### config.mk
export PLATFORM = sky130hd
export DESIGN_NAME = h264_rtp_packetizer
export DESIGN_NICKNAME = d
export VERILOG_FILES = /design/src/hw/rtl/h264rtp_pkg.sv /design/src/hw/rtl/h264rtp_front.sv /design/src/hw/rtl/h264rtp_queue.sv /design/src/hw/rtl/h264rtp_back.sv /design/src/hw/rtl/h264_rtp_packetizer.sv
export SDC_FILE = /design/constraint.sdc
export NUM_CORES = 1
export LEC_CHECK = 0
export BUFFER_PORTS_ARGS = -buffer_cell sky130_fd_sc_hd__buf_4
export CAP_MARGIN = 10
export CORE_MARGIN = 2
export CORE_UTILIZATION = 64
export CTS_BUF_LIST = sky130_fd_sc_hd__clkbuf_4
export CTS_CLUSTER_DIAMETER = 150
export CTS_CLUSTER_SIZE = 24
export DETAILED_ROUTE_END_ITERATION = 16
export HOLD_SLACK_MARGIN = 0.12
export PLACE_DENSITY = 0.89
export RECOVER_POWER = 100
export SLEW_MARGIN = 10
export SYNTH_ARGS = -nofsm -noshare
export SYNTH_HDL_FRONTEND = slang
export SYNTH_HIERARCHICAL = 1
export SYNTH_SLANG_ARGS = --single-unit
### constraint.sdc
create_clock -name clk -period 8.5 [get_ports clk]
set_clock_uncertainty 0.1 [all_clocks]
set_input_delay 1.7 -clock clk [delete_from_list [all_inputs] [get_ports clk]]
set_output_delay 1.7 -clock clk [all_outputs]
set_load 0.005 [all_outputs]
### src/hw/rtl/h264rtp_pkg.sv
package h264rtp_pkg;

  localparam int HEADER_BYTES = 12;
  localparam int QUEUE_DEPTH = 4;
  localparam int QUEUE_PTR_BITS = $clog2(QUEUE_DEPTH);
  localparam int BEAT_IDX_BITS = 4;

  localparam logic [7:0] RTP_VERSION_BYTE = 8'h80;

  typedef enum logic [1:0] {
    REG_SOURCE_ID       = 2'd0,
    REG_PT_CODE         = 2'd1,
    REG_MAX_PACKET_SIZE = 2'd2
  } reg_index_t;

  typedef enum logic [1:0] {
    JOB_SINGLE = 2'd0,
    JOB_FRAG   = 2'd1,
    JOB_DATA   = 2'd2
  } job_kind_t;

  typedef struct packed {
    logic [31:0] source_id;
    logic [6:0]  pt_code;
    logic [11:0] max_packet_size;
  } cfg_t;

  typedef struct packed {
    job_kind_t   kind;
    logic [7:0]  data;
    logic        pkt_end;
    logic        marker;
    logic [15:0] seq;
    logic [31:0] ts;
    logic [7:0]  fu_ind;
    logic [7:0]  fu_hdr;
  } job_t;

endpackage

### src/hw/rtl/h264rtp_front.sv
module h264rtp_front #(
  parameter int LENGTH_BITS = 16
) (
  input  logic                   clk,
  input  logic                   rst,
  input  h264rtp_pkg::cfg_t      cfg,
  input  logic                   accept,
  input  logic [7:0]             data_byte,
  input  logic                   first_byte,
  input  logic [LENGTH_BITS-1:0] unit_length,
  input  logic [31:0]            timestamp,
  input  logic                   marker_request,
  output logic                   job_push,
  output h264rtp_pkg::job_t      job
);
  import h264rtp_pkg::*;

  localparam int PB = 11;
  localparam int CW = (LENGTH_BITS > PB) ? LENGTH_BITS : PB;
  localparam logic [11:0] SIZE_DEFAULT = 12'd512;
  localparam logic [11:0] SIZE_MIN = 12'd16;
  localparam logic [11:0] SIZE_MAX = 12'd2048;
  localparam logic [4:0] FU_A_TYPE = 5'd28;
  localparam logic [4:0] NAL_SPS = 5'd7;
  localparam logic [4:0] NAL_PPS = 5'd8;
  localparam logic [4:0] NAL_AUD = 5'd9;

  logic [15:0]            sequence_number;
  logic [LENGTH_BITS-1:0] unit_bytes_left;
  logic [PB-1:0]          packet_bytes_left;
  logic                   fragmented_mode;
  logic [7:0]             fu_indicator_value;
  logic [4:0]             fu_type_bits;
  logic                   first_fragment_flag;
  logic                   marker_latch;
  logic [31:0]            timestamp_latch;

  logic [15:0]            sequence_number_next;
  logic [LENGTH_BITS-1:0] unit_bytes_left_next;
  logic [PB-1:0]          packet_bytes_left_next;
  logic                   fragmented_mode_next;
  logic [7:0]             fu_indicator_value_next;
  logic [4:0]             fu_type_bits_next;
  logic                   first_fragment_flag_next;
  logic                   marker_latch_next;
  logic [31:0]            timestamp_latch_next;

  logic [11:0]            size_fixed;
  logic [PB-1:0]          payload;
  logic [PB-1:0]          frag_size;
  logic [LENGTH_BITS-1:0] len_eff;
  logic [4:0]             unit_kind;
  logic                   marker_new;
  logic                   last_frag;
  logic [PB-1:0]          pbl_frag;

  always_comb begin
    priority if (cfg.max_packet_size == 12'd0) begin
      size_fixed = SIZE_DEFAULT;
    end else if (cfg.max_packet_size < SIZE_MIN) begin
      size_fixed = SIZE_MIN;
    end else if (cfg.max_packet_size > SIZE_MAX) begin
      size_fixed = SIZE_MAX;
    end else begin
      size_fixed = cfg.max_packet_size;
    end
  end

  assign payload = PB'(size_fixed - 12'(HEADER_BYTES));
  assign frag_size = payload - PB'(2);
  assign len_eff = (unit_length == '0) ? LENGTH_BITS'(1) : unit_length;
  assign unit_kind = data_byte[4:0];
  assign marker_new = marker_request || unit_kind == NAL_SPS || unit_kind == NAL_PPS
                      || unit_kind == NAL_AUD;
  assign last_frag = CW'(unit_bytes_left) <= CW'(frag_size);
  assign pbl_frag = last_frag ? PB'(unit_bytes_left) : frag_size;

  always_comb begin
    sequence_number_next     = sequence_number;
    unit_bytes_left_next     = unit_bytes_left;
    packet_bytes_left_next   = packet_bytes_left;
    fragmented_mode_next     = fragmented_mode;
    fu_indicator_value_next  = fu_indicator_value;
    fu_type_bits_next        = fu_type_bits;
    first_fragment_flag_next = first_fragment_flag;
    marker_latch_next        = marker_latch;
    timestamp_latch_next     = timestamp_latch;
    job_push                 = 1'b0;
    job.kind                 = JOB_DATA;
    job.data                 = data_byte;
    job.pkt_end              = 1'b0;
    job.marker               = 1'b0;
    job.seq                  = sequence_number;
    job.ts                   = timestamp_latch;
    job.fu_ind               = fu_indicator_value;
    job.fu_hdr               = 8'd0;
    if (first_byte) begin
      timestamp_latch_next = timestamp;
      marker_latch_next    = marker_new;
      unit_bytes_left_next = len_eff - LENGTH_BITS'(1);
      job.ts               = timestamp;
      if (CW'(len_eff) <= CW'(payload)) begin
        fragmented_mode_next   = 1'b0;
        packet_bytes_left_next = PB'(len_eff - LENGTH_BITS'(1));
        sequence_number_next   = sequence_number + 16'd1;
        job_push               = accept;
        job.kind               = JOB_SINGLE;
        job.marker             = marker_new;
        job.pkt_end            = (len_eff == LENGTH_BITS'(1));
      end else begin
        fragmented_mode_next     = 1'b1;
        packet_bytes_left_next   = '0;
        fu_indicator_value_next  = {1'b0, data_byte[6:5], FU_A_TYPE};
        fu_type_bits_next        = unit_kind;
        first_fragment_flag_next = 1'b1;
      end
    end else if (unit_bytes_left != '0) begin
      unit_bytes_left_next = unit_bytes_left - LENGTH_BITS'(1);
      if (packet_bytes_left == '0) begin
        if (fragmented_mode) begin
          packet_bytes_left_next   = pbl_frag - PB'(1);
          first_fragment_flag_next = 1'b0;
          sequence_number_next     = sequence_number + 16'd1;
          job_push                 = accept;
          job.kind                 = JOB_FRAG;
          job.marker               = last_frag && marker_latch;
          job.fu_hdr               = {first_fragment_flag, last_frag, 1'b0, fu_type_bits};
          job.pkt_end              = (pbl_frag == PB'(1));
        end else begin
          unit_bytes_left_next = unit_bytes_left;
        end
      end else begin
        packet_bytes_left_next = packet_bytes_left - PB'(1);
        job_push               = accept;
        job.kind               = JOB_DATA;
        job.pkt_end            = (packet_bytes_left == PB'(1));
      end
    end
  end

  always_ff @(posedge clk) begin
    if (rst) begin
      sequence_number     <= '0;
      unit_bytes_left     <= '0;
      packet_bytes_left   <= '0;
      fragmented_mode     <= 1'b0;
      fu_indicator_value  <= '0;
      fu_type_bits        <= '0;
      first_fragment_flag <= 1'b0;
      marker_latch        <= 1'b0;
      timestamp_latch     <= '0;
    end else if (accept) begin
      sequence_number     <= sequence_number_next;
      unit_bytes_left     <= unit_bytes_left_next;
      packet_bytes_left   <= packet_bytes_left_next;
      fragmented_mode     <= fragmented_mode_next;
      fu_indicator_value  <= fu_indicator_value_next;
      fu_type_bits        <= fu_type_bits_next;
      first_fragment_flag <= first_fragment_flag_next;
      marker_latch        <= marker_latch_next;
      timestamp_latch     <= timestamp_latch_next;
    end
  end

endmodule

### src/hw/rtl/h264rtp_queue.sv
module h264rtp_queue (
  input  logic              clk,
  input  logic              rst,
  input  logic              wr_en,
  input  h264rtp_pkg::job_t wr_job,
  input  logic              rd_en,
  output h264rtp_pkg::job_t rd_job,
  output logic              not_empty,
  output logic              is_full
);
  import h264rtp_pkg::*;

  job_t                    slots [QUEUE_DEPTH];
  logic [QUEUE_PTR_BITS-1:0] wr_ptr;
  logic [QUEUE_PTR_BITS-1:0] rd_ptr;
  logic [QUEUE_PTR_BITS:0]   count;

  assign rd_job = slots[rd_ptr];
  assign not_empty = (count != '0);
  assign is_full = (count == (QUEUE_PTR_BITS + 1)'(QUEUE_DEPTH));

  always_ff @(posedge clk) begin
    if (wr_en) begin
      slots[wr_ptr] <= wr_job;
    end
  end

  always_ff @(posedge clk) begin
    if (rst) begin
      wr_ptr <= '0;
      rd_ptr <= '0;
      count  <= '0;
    end else begin
      if (wr_en) begin
        wr_ptr <= wr_ptr + QUEUE_PTR_BITS'(1);
      end
      if (rd_en) begin
        rd_ptr <= rd_ptr + QUEUE_PTR_BITS'(1);
      end
      if (wr_en && !rd_en) begin
        count <= count + (QUEUE_PTR_BITS + 1)'(1);
      end else if (rd_en && !wr_en) begin
        count <= count - (QUEUE_PTR_BITS + 1)'(1);
      end
    end
  end

endmodule

### src/hw/rtl/h264rtp_back.sv
module h264rtp_back (
  input  logic              clk,
  input  logic              rst,
  input  h264rtp_pkg::cfg_t cfg,
  input  logic              job_valid,
  input  h264rtp_pkg::job_t job,
  output logic              job_pop,
  input  logic              pop,
  output logic              out_valid,
  output logic [7:0]        out_byte,
  output logic              packet_start,
  output logic              packet_end,
  output logic              run_last
);
  import h264rtp_pkg::*;

  localparam logic [BEAT_IDX_BITS-1:0] IDX_FU_IND = BEAT_IDX_BITS'(HEADER_BYTES);
  localparam logic [BEAT_IDX_BITS-1:0] IDX_FU_HDR = BEAT_IDX_BITS'(HEADER_BYTES + 1);
  localparam logic [BEAT_IDX_BITS-1:0] IDX_FRAG_DATA = BEAT_IDX_BITS'(HEADER_BYTES + 2);

  logic [BEAT_IDX_BITS-1:0] idx;
  logic [BEAT_IDX_BITS-1:0] last_idx;
  logic                     beat;
  logic                     at_data;
  logic [7:0]               byte_next;

  always_comb begin
    unique case (job.kind)
      JOB_SINGLE: last_idx = IDX_FU_IND;
      JOB_FRAG:   last_idx = IDX_FRAG_DATA;
      JOB_DATA:   last_idx = '0;
      default:    last_idx = '0;
    endcase
  end

  assign beat = job_valid && (!out_valid || pop);
  assign at_data = (idx == last_idx);
  assign job_pop = beat && at_data;

  always_comb begin
    if (at_data) begin
      byte_next = job.data;
    end else begin
      unique case (idx)
        4'd0:       byte_next = RTP_VERSION_BYTE;
        4'd1:       byte_next = {job.marker, cfg.pt_code};
        4'd2:       byte_next = job.seq[15:8];
        4'd3:       byte_next = job.seq[7:0];
        4'd4:       byte_next = job.ts[31:24];
        4'd5:       byte_next = job.ts[23:16];
        4'd6:       byte_next = job.ts[15:8];
        4'd7:       byte_next = job.ts[7:0];
        4'd8:       byte_next = cfg.source_id[31:24];
        4'd9:       byte_next = cfg.source_id[23:16];
        4'd10:      byte_next = cfg.source_id[15:8];
        4'd11:      byte_next = cfg.source_id[7:0];
        IDX_FU_IND: byte_next = job.fu_ind;
        IDX_FU_HDR: byte_next = job.fu_hdr;
        default:    byte_next = 8'd0;
      endcase
    end
  end

  always_ff @(posedge clk) begin
    if (rst) begin
      idx       <= '0;
      out_valid <= 1'b0;
    end else if (beat) begin
      out_valid <= 1'b1;
      idx       <= at_data ? '0 : idx + BEAT_IDX_BITS'(1);
    end else if (pop) begin
      out_valid <= 1'b0;
    end
  end

  always_ff @(posedge clk) begin
    if (beat) begin
      out_byte     <= byte_next;
      packet_start <= !at_data && idx == '0;
      packet_end   <= at_data && job.pkt_end;
      run_last     <= at_data;
    end
  end

endmodule

### src/hw/rtl/h264_rtp_packetizer.sv
// A byte's first result beat is registered in the job queue, then in the output register.
// Throughput: one input byte per cycle while payload streams and the queue is not full; a byte
// opening a packet takes 13 output beats (15 for a fragment), one a cycle unless pop stalls.
// The four-entry job queue lets input keep flowing while headers are serialized.
// Reset empties the queue, clears out_valid and all unit state; registers return to defaults.
module h264_rtp_packetizer #(
  parameter int LENGTH_BITS = 16
) (
  input  logic                   clk,
  input  logic                   rst,
  input  logic                   cfg_valid,
  output logic                   cfg_ready,
  input  logic [1:0]             cfg_index,
  input  logic [31:0]            cfg_data,
  input  logic                   push,
  output logic                   full,
  input  logic [7:0]             data_byte,
  input  logic                   first_byte,
  input  logic [LENGTH_BITS-1:0] unit_length,
  input  logic [31:0]            timestamp,
  input  logic                   marker_request,
  output logic                   empty,
  input  logic                   pop,
  output logic [7:0]             out_byte,
  output logic                   packet_start,
  output logic                   packet_end,
  output logic                   run_last
);
  import h264rtp_pkg::*;

  cfg_t cfg;
  job_t front_job;
  job_t head_job;
  logic job_push;
  logic job_pop;
  logic queue_valid;
  logic queue_full;
  logic out_valid;
  logic accept;

  assign cfg_ready = !rst;
  assign full = queue_full || rst;
  assign empty = !out_valid || rst;
  assign accept = push && !full;

  always_ff @(posedge clk) begin
    if (rst) begin
      cfg.source_id       <= 32'd0;
      cfg.pt_code         <= 7'd96;
      cfg.max_packet_size <= 12'd512;
    end else if (cfg_valid && cfg_ready) begin
      unique case (cfg_index)
        REG_SOURCE_ID:       cfg.source_id <= cfg_data;
        REG_PT_CODE:         cfg.pt_code <= cfg_data[6:0];
        REG_MAX_PACKET_SIZE: cfg.max_packet_size <= cfg_data[11:0];
        default:             cfg <= cfg;
      endcase
    end
  end

  h264rtp_front #(
    .LENGTH_BITS(LENGTH_BITS)
  ) u_front (
    .clk            (clk),
    .rst            (rst),
    .cfg            (cfg),
    .accept         (accept),
    .data_byte      (data_byte),
    .first_byte     (first_byte),
    .unit_length    (unit_length),
    .timestamp      (timestamp),
    .marker_request (marker_request),
    .job_push       (job_push),
    .job            (front_job)
  );

  h264rtp_queue u_queue (
    .clk       (clk),
    .rst       (rst),
    .wr_en     (job_push),
    .wr_job    (front_job),
    .rd_en     (job_pop),
    .rd_job    (head_job),
    .not_empty (queue_valid),
    .is_full   (queue_full)
  );

  h264rtp_back u_back (
    .clk          (clk),
    .rst          (rst),
    .cfg          (cfg),
    .job_valid    (queue_valid),
    .job          (head_job),
    .job_pop      (job_pop),
    .pop          (pop),
    .out_valid    (out_valid),
    .out_byte     (out_byte),
    .packet_start (packet_start),
    .packet_end   (packet_end),
    .run_last     (run_last)
  );

endmodule

# Word-level counts from Yosys, hierarchy flattened
# Memory sizes are Yosys's and may differ from the RTL's. A register that Yosys moved wholly into a read port is not among the register bits.
# Cells that the tools add are included.
# W data, S select, Z words.
dict set report totals {
  reg_bits 162
  ram_bits 292
  word_cells 166
  memories 1
}
# name depth word_bits read_ports rd_clocked_by_memory_dff wr line_no
set memory_table {}
lappend memory_table {u_queue.slots 4 73 1 1 1 h264rtp_queue.sv:13} ;# job_t slots [QUEUE_DEPTH];
dict set report op_classes {
  add_sub_neg 12
  n_lt_le_gt_ge 4
  eq_ne 27
  muxes 58
  bitwise 1
  reduce_logical 42
}
# op count
set ops {}
lappend ops {{$mux W16} 10}
lappend ops {{$pmux W8 S14} 1}
lappend ops {{$mux W11} 9}
lappend ops {{$mux W8} 5}
lappend ops {{$le A16 B11 Y1} 2}
lappend ops {{$mux W32} 1}
lappend ops {{$sub A16 B1 Y16 const B} 2}
lappend ops {{$eq A4 B4 Y1 const B} 6}
lappend ops {{$eq A11 B1 Y1 const B} 2}
lappend ops {{$mux W2} 11}
lappend ops {{$sub A11 B1 Y11 const B} 2}
lappend ops {{$mux W1} 17}
lappend ops {{$add A16 B1 Y16 const B} 1}
lappend ops {{$eq A16 B1 Y1 const B} 1}
lappend ops {{$eq A4 B3 Y1 const B} 4}
lappend ops {{$logic_not A16 Y1} 1}
lappend ops {{$reduce_bool A16 Y1} 1}
lappend ops {{$gt A12 B12 Y1 const B} 1}
lappend ops {{$logic_not A12 Y1} 1}
lappend ops {{$lt A12 B5 Y1 const B} 1}
lappend ops {{$logic_not A11 Y1} 1}
lappend ops {{$sub A11 B2 Y11 const B} 1}
lappend ops {{$sub A11 B4 Y11 const B} 1}
lappend ops {{$eq A5 B4 Y1 const B} 2}
lappend ops {{28 further kinds} 60}

# Depth between registers and ports, before layout
dict set report logic_depth {
  ltp_word 13
  mapped_depth 27
}

# Modules after synthesis
# The synthesis kept the hierarchy.
# module n_inst cells_per_inst area_each_um2
set by_module_without_submodules {}
lappend by_module_without_submodules {h264rtp_queue 1 441 11441.0}
lappend by_module_without_submodules {h264rtp_front 1 860 6562.5}
lappend by_module_without_submodules {h264_rtp_packetizer 1 211 2242.2}
lappend by_module_without_submodules {h264rtp_back 1 205 1645.3}

# Least setup slack after synthesis
# No wires, ideal clock.
dict set report synth_timing {
  kind {input to register}
  startpoint {input port unit_length[3]}
  endpoint {memory u_queue/slots[0][0] in the netlist's numbering, enable pin}
  arrival_ps 6539
  slack_ps 1418
  stages 14
  path_buffers 2
  cell_sequence {or4_1 -> or3_1 -> nor4_1 -> a21oi_1 -> ha_1 -> nand4_1 -> nor4_1 -> mux2i_1 -> o221ai_1 -> buf_2 -> and2_1 -> buf_2 -> o21a_1 -> and2_1}
}
dict set report synth_between {
  elab_chain_cells 7
}
# element line_no
set synth_rtl {}
lappend synth_rtl {{from (decl)} h264_rtp_packetizer.sv:19} ;# input logic [LENGTH_BITS-1:0] unit_length,
lappend synth_rtl {{$logic_not A16 Y1} h264rtp_front.sv:71} ;# assign len_eff = (unit_length == '0) ? LENGTH_BITS'(1) : unit_length;
lappend synth_rtl {{$mux W16 *} h264rtp_front.sv:71}
lappend synth_rtl {{$le A16 B11 Y1 *} h264rtp_front.sv:102} ;# if (CW'(len_eff) <= CW'(payload)) begin
lappend synth_rtl {{$mux W1 *} h264rtp_front.sv:102}
lappend synth_rtl {{$mux W1 *} h264rtp_front.sv:97} ;# if (first_byte) begin
lappend synth_rtl {{net job_push} h264_rtp_packetizer.sv:34} ;# logic job_push;
lappend synth_rtl {{$mux W1 *} h264rtp_queue.sv:23} ;# if (wr_en) begin
lappend synth_rtl {{$mux W1 (not written as such) *} h264rtp_queue.sv:24} ;# slots[wr_ptr] <= wr_job;
lappend synth_rtl {{to (decl)} h264rtp_queue.sv:13}
# The timed path passes the listed nets; every way through them passes the cells marked *.

==> reports/metrics.cfg <==
[floorplanning]
core_region_area_mm2=0.0336
num_rows=67
ioPinCount=111
start_util_pct=65.1
die_w_um=189
die_area_mm2=0.0357
die_h_um=189

[critical_path]
worstRegToRegCells=11
slowest_stage=clkbuf_1
cp-start-kind=flop
cp_cell_sequence=clkbuf_1 -> mux4_2 -> o32ai_1 -> nand2_1 -> nor2_1 -> inv_1 -> ha_1 -> inv_1 -> fa_1 -> mux2i_1 -> nor2_1
worst-setup-path-type=reg -> reg
end_kind=flop
regToRegEndpoint=u_queue/count[1]
critPathMaxStageDelay_ns=1.98
arrival_ns=7.61
cp.required_ns=8.98
reg2reg_slack_ns=1.37
critPathMaxFanout=44

[yosys]
syn_avg_cell_area_um2=12.7
synth-edff-count=315
ys_types=88
yosysTopAreaCellShare_pct=43.2
yosysWarnings=6
yosys-top-cells-area=edfxtp_1 (43%), dfxtp_1 (14%), mux4_2 (7.8%)
synth-seq-area-share_pct=57.0
synth_cells=1717
async_flop_share_pct=0
ys_seq_elements=466
syn_area_mm2=0.0219
synth-main-ff-cell=edfxtp_1
yosys.area.top_type=edfxtp_1

[placed_design]
gp_congestion=0.941
io_buffers=110
hpwl_um=36900
dp_cells=2179
post_dp_cell_area_mm2=0.0228

[min_path]
min_delay_path_depth=2
min_from=u_front/timestamp_latch[10]
hp-class=reg -> reg
min_to=u_front/timestamp_latch[10]

[grt]
grt_pass1_wl_um=81000
overflow=0
grt_pass1_vias=14327
grt_use_total_pct=29.4
antenna_found_initial=2
grt_max_degree=85

[clock_tree]
cts_buffer_depth=3
cts_hold_buf=0
postCtsSetupBuffers=0
cts_max_level=1
post_cts.resized_instances=0
cts.sinks=466
clk_pin_slew_ns=0.24
tritoncts=yes
clk-insertion-delay-late_ns=0.78
clock-root-buffer=clkbuf_4
cts_buffers=23

[sta]
tightest_slew_ns=3.67
period_share_pct=83.9
slew_violations=312
hold_violations=0
fin_setup_tns_ns=0
slew_headroom_pct=-145
min_period_ns=7.13
rsz0062_at_grt=no
max_freq_ghz=0.140
setup_viol=0

[run_status]
status=complete, but fails checks
violations=max-capacitance violations, max-slew violations

[final_layout]
syn_to_final_growth_pct=4.89
drive_above_1_share_pct=15.5
fin_cells=2222
nets=1895
final_area_mm2=0.0230

[drt]
via_count=14624
vias_per_cell=6.58
firstDrtPassIters=6
drc=0
drt-initial-drc-count=1882
wl_per_cell_um=23.8
routed_wirelength_um=52800
drtAntennaViolNets=0

[pwr]
fin_total_pwr_mw=4.92
leakagePower_nw=7.78
p_per_area_mw_per_mm2=214
peakVddDrop_uv=138

[run]
drv_cap=6

==> registers in the layout, summed over array words and instances, names as in the netlist, 2 cells and up, named ones only <==
signal                      flops
u_front/timestamp_latch        32
u_front/unit_bytes_left        16
u_back/out_byte                 8
u_front/fu_indicator_value      3
u_queue/rd_ptr                  2
u_queue/slots                 304
u_front/fu_type_bits            5
u_back/idx                      4
u_front/packet_bytes_left      11
cfg                            51
u_front/sequence_number        16
u_queue/wr_ptr                  2
u_queue/count                   3
==> worst max-delay path by stage <==
stage                                              end      startpoint  depth (start not counted)
after global routing              u_queue/slots[3][12]          cfg[4]                         17
final                                 u_queue/count[1]            flop                         11
after floorplan                    u_queue/slots[0][0]  unit_length[3]                         14
after detailed placement           u_queue/slots[1][5]  unit_length[3]                         15
after global placement                u_queue/count[2]  unit_length[3]                         19
after CTS                 u_front/packet_bytes_left[6]          cfg[4]                         22
==> layout by cell type, fill, tap and decap left out, types with 19 or more instances in the layout <==
master	netlist	layout
mux4_2	76	76
a22oi_1	19	19
nand2b_1	92	92
edfxtp_1	315	315
mux2i_1	74	74
ha_1	41	41
nand3_1	33	33
a21oi_1	95	96
mux2_1	0	32
buf_4	18	101
inv_1	46	47
clkbuf_4	0	52
nor3_1	36	38
nor2_1	90	90
dfxtp_1	151	150
xnor2_1	22	22
or3_1	28	28
o21ai_0	39	41
nand2_1	125	125
==> area by class of cell <==
cell class | count | area [µm²]
Inverter | 49 | 184
Clock buffer | 39 | 293
Sequential cell | 466 | 12500
Timing Repair Buffer | 134 | 936
Multi-Input combinational cell | 1082 | 8480
Antenna cell | 3 | 7.51
Fill cell | 2323 | 10700
Tap cell | 448 | 561
Clock inverter | 1 | 16.3
==> critical path: cells and delay by family (launching register included) <==
family / cells / cell delay, ns
and+or+nand+nor: 3 / 0.62
AOI/OAI and AO/OA: 1 / 1.18
muxes: 2 / 0.70
buffers and inverters: 3 / 2.18
DFF: 1 / 1.53
adders and majority gates: 2 / 0.63
==> per-stage QoR <==
stage          hold slack, ns  setup WS [ns]  utilization [%]
4_1_cts                 0.371           2.21             68.6
5_1_grt                 0.385          0.870             68.3
3_5_place_dp            0.347           1.63             67.7
3_3_place_gp            0.338           1.83             67.7
6_report                0.368           1.37             68.3
2_1_floorplan           0.334           1.42                -
==> synthesized netlist by cell type, drive strengths merged, types with 21 or more instances <==
cell	n
inv	47
buf	57
or3	29
nand3	33
clkbuf	66
mux4	76
nor3	38
mux2	41
a21oi	96
ha	41
nand2b	92
nand2	126
a22oi	21
edfxtp	315
o21ai	42
mux2i	75
dfxtp	151
xnor2	22
nor2	91
==> layer usage <==
metal	global-route usage, %	up-vias	share of wire [%]
met4	9.50	0	3.4
met1	40.6	7109	39
met2	48.4	870	48
met5	0	-	0
met3	4.54	122	9.2
li1	-	6523	-
==> report_power, final <==
group          internal (mW)  leakage, nW  switching, mW  total (mW)
registers               2.57         4.16          0.137        2.71
clock network          0.209        0.187          0.619       0.828
logic                  0.604         3.43          0.778        1.38
==> cell families after synthesis <==
family	after synthesis	share of synthesized area [%]
AOI/OAI and AO/OA	291	9.07
xor gates and xnor gates	37	1.48
adders and majority gates	42	2.43
buffers and inverters	172	4.21
DFF	466	57.0
muxes	192	13.4
other	1	0.0171
and+or+nand+nor	516	12.4
(Power assumes the default switching activity.)
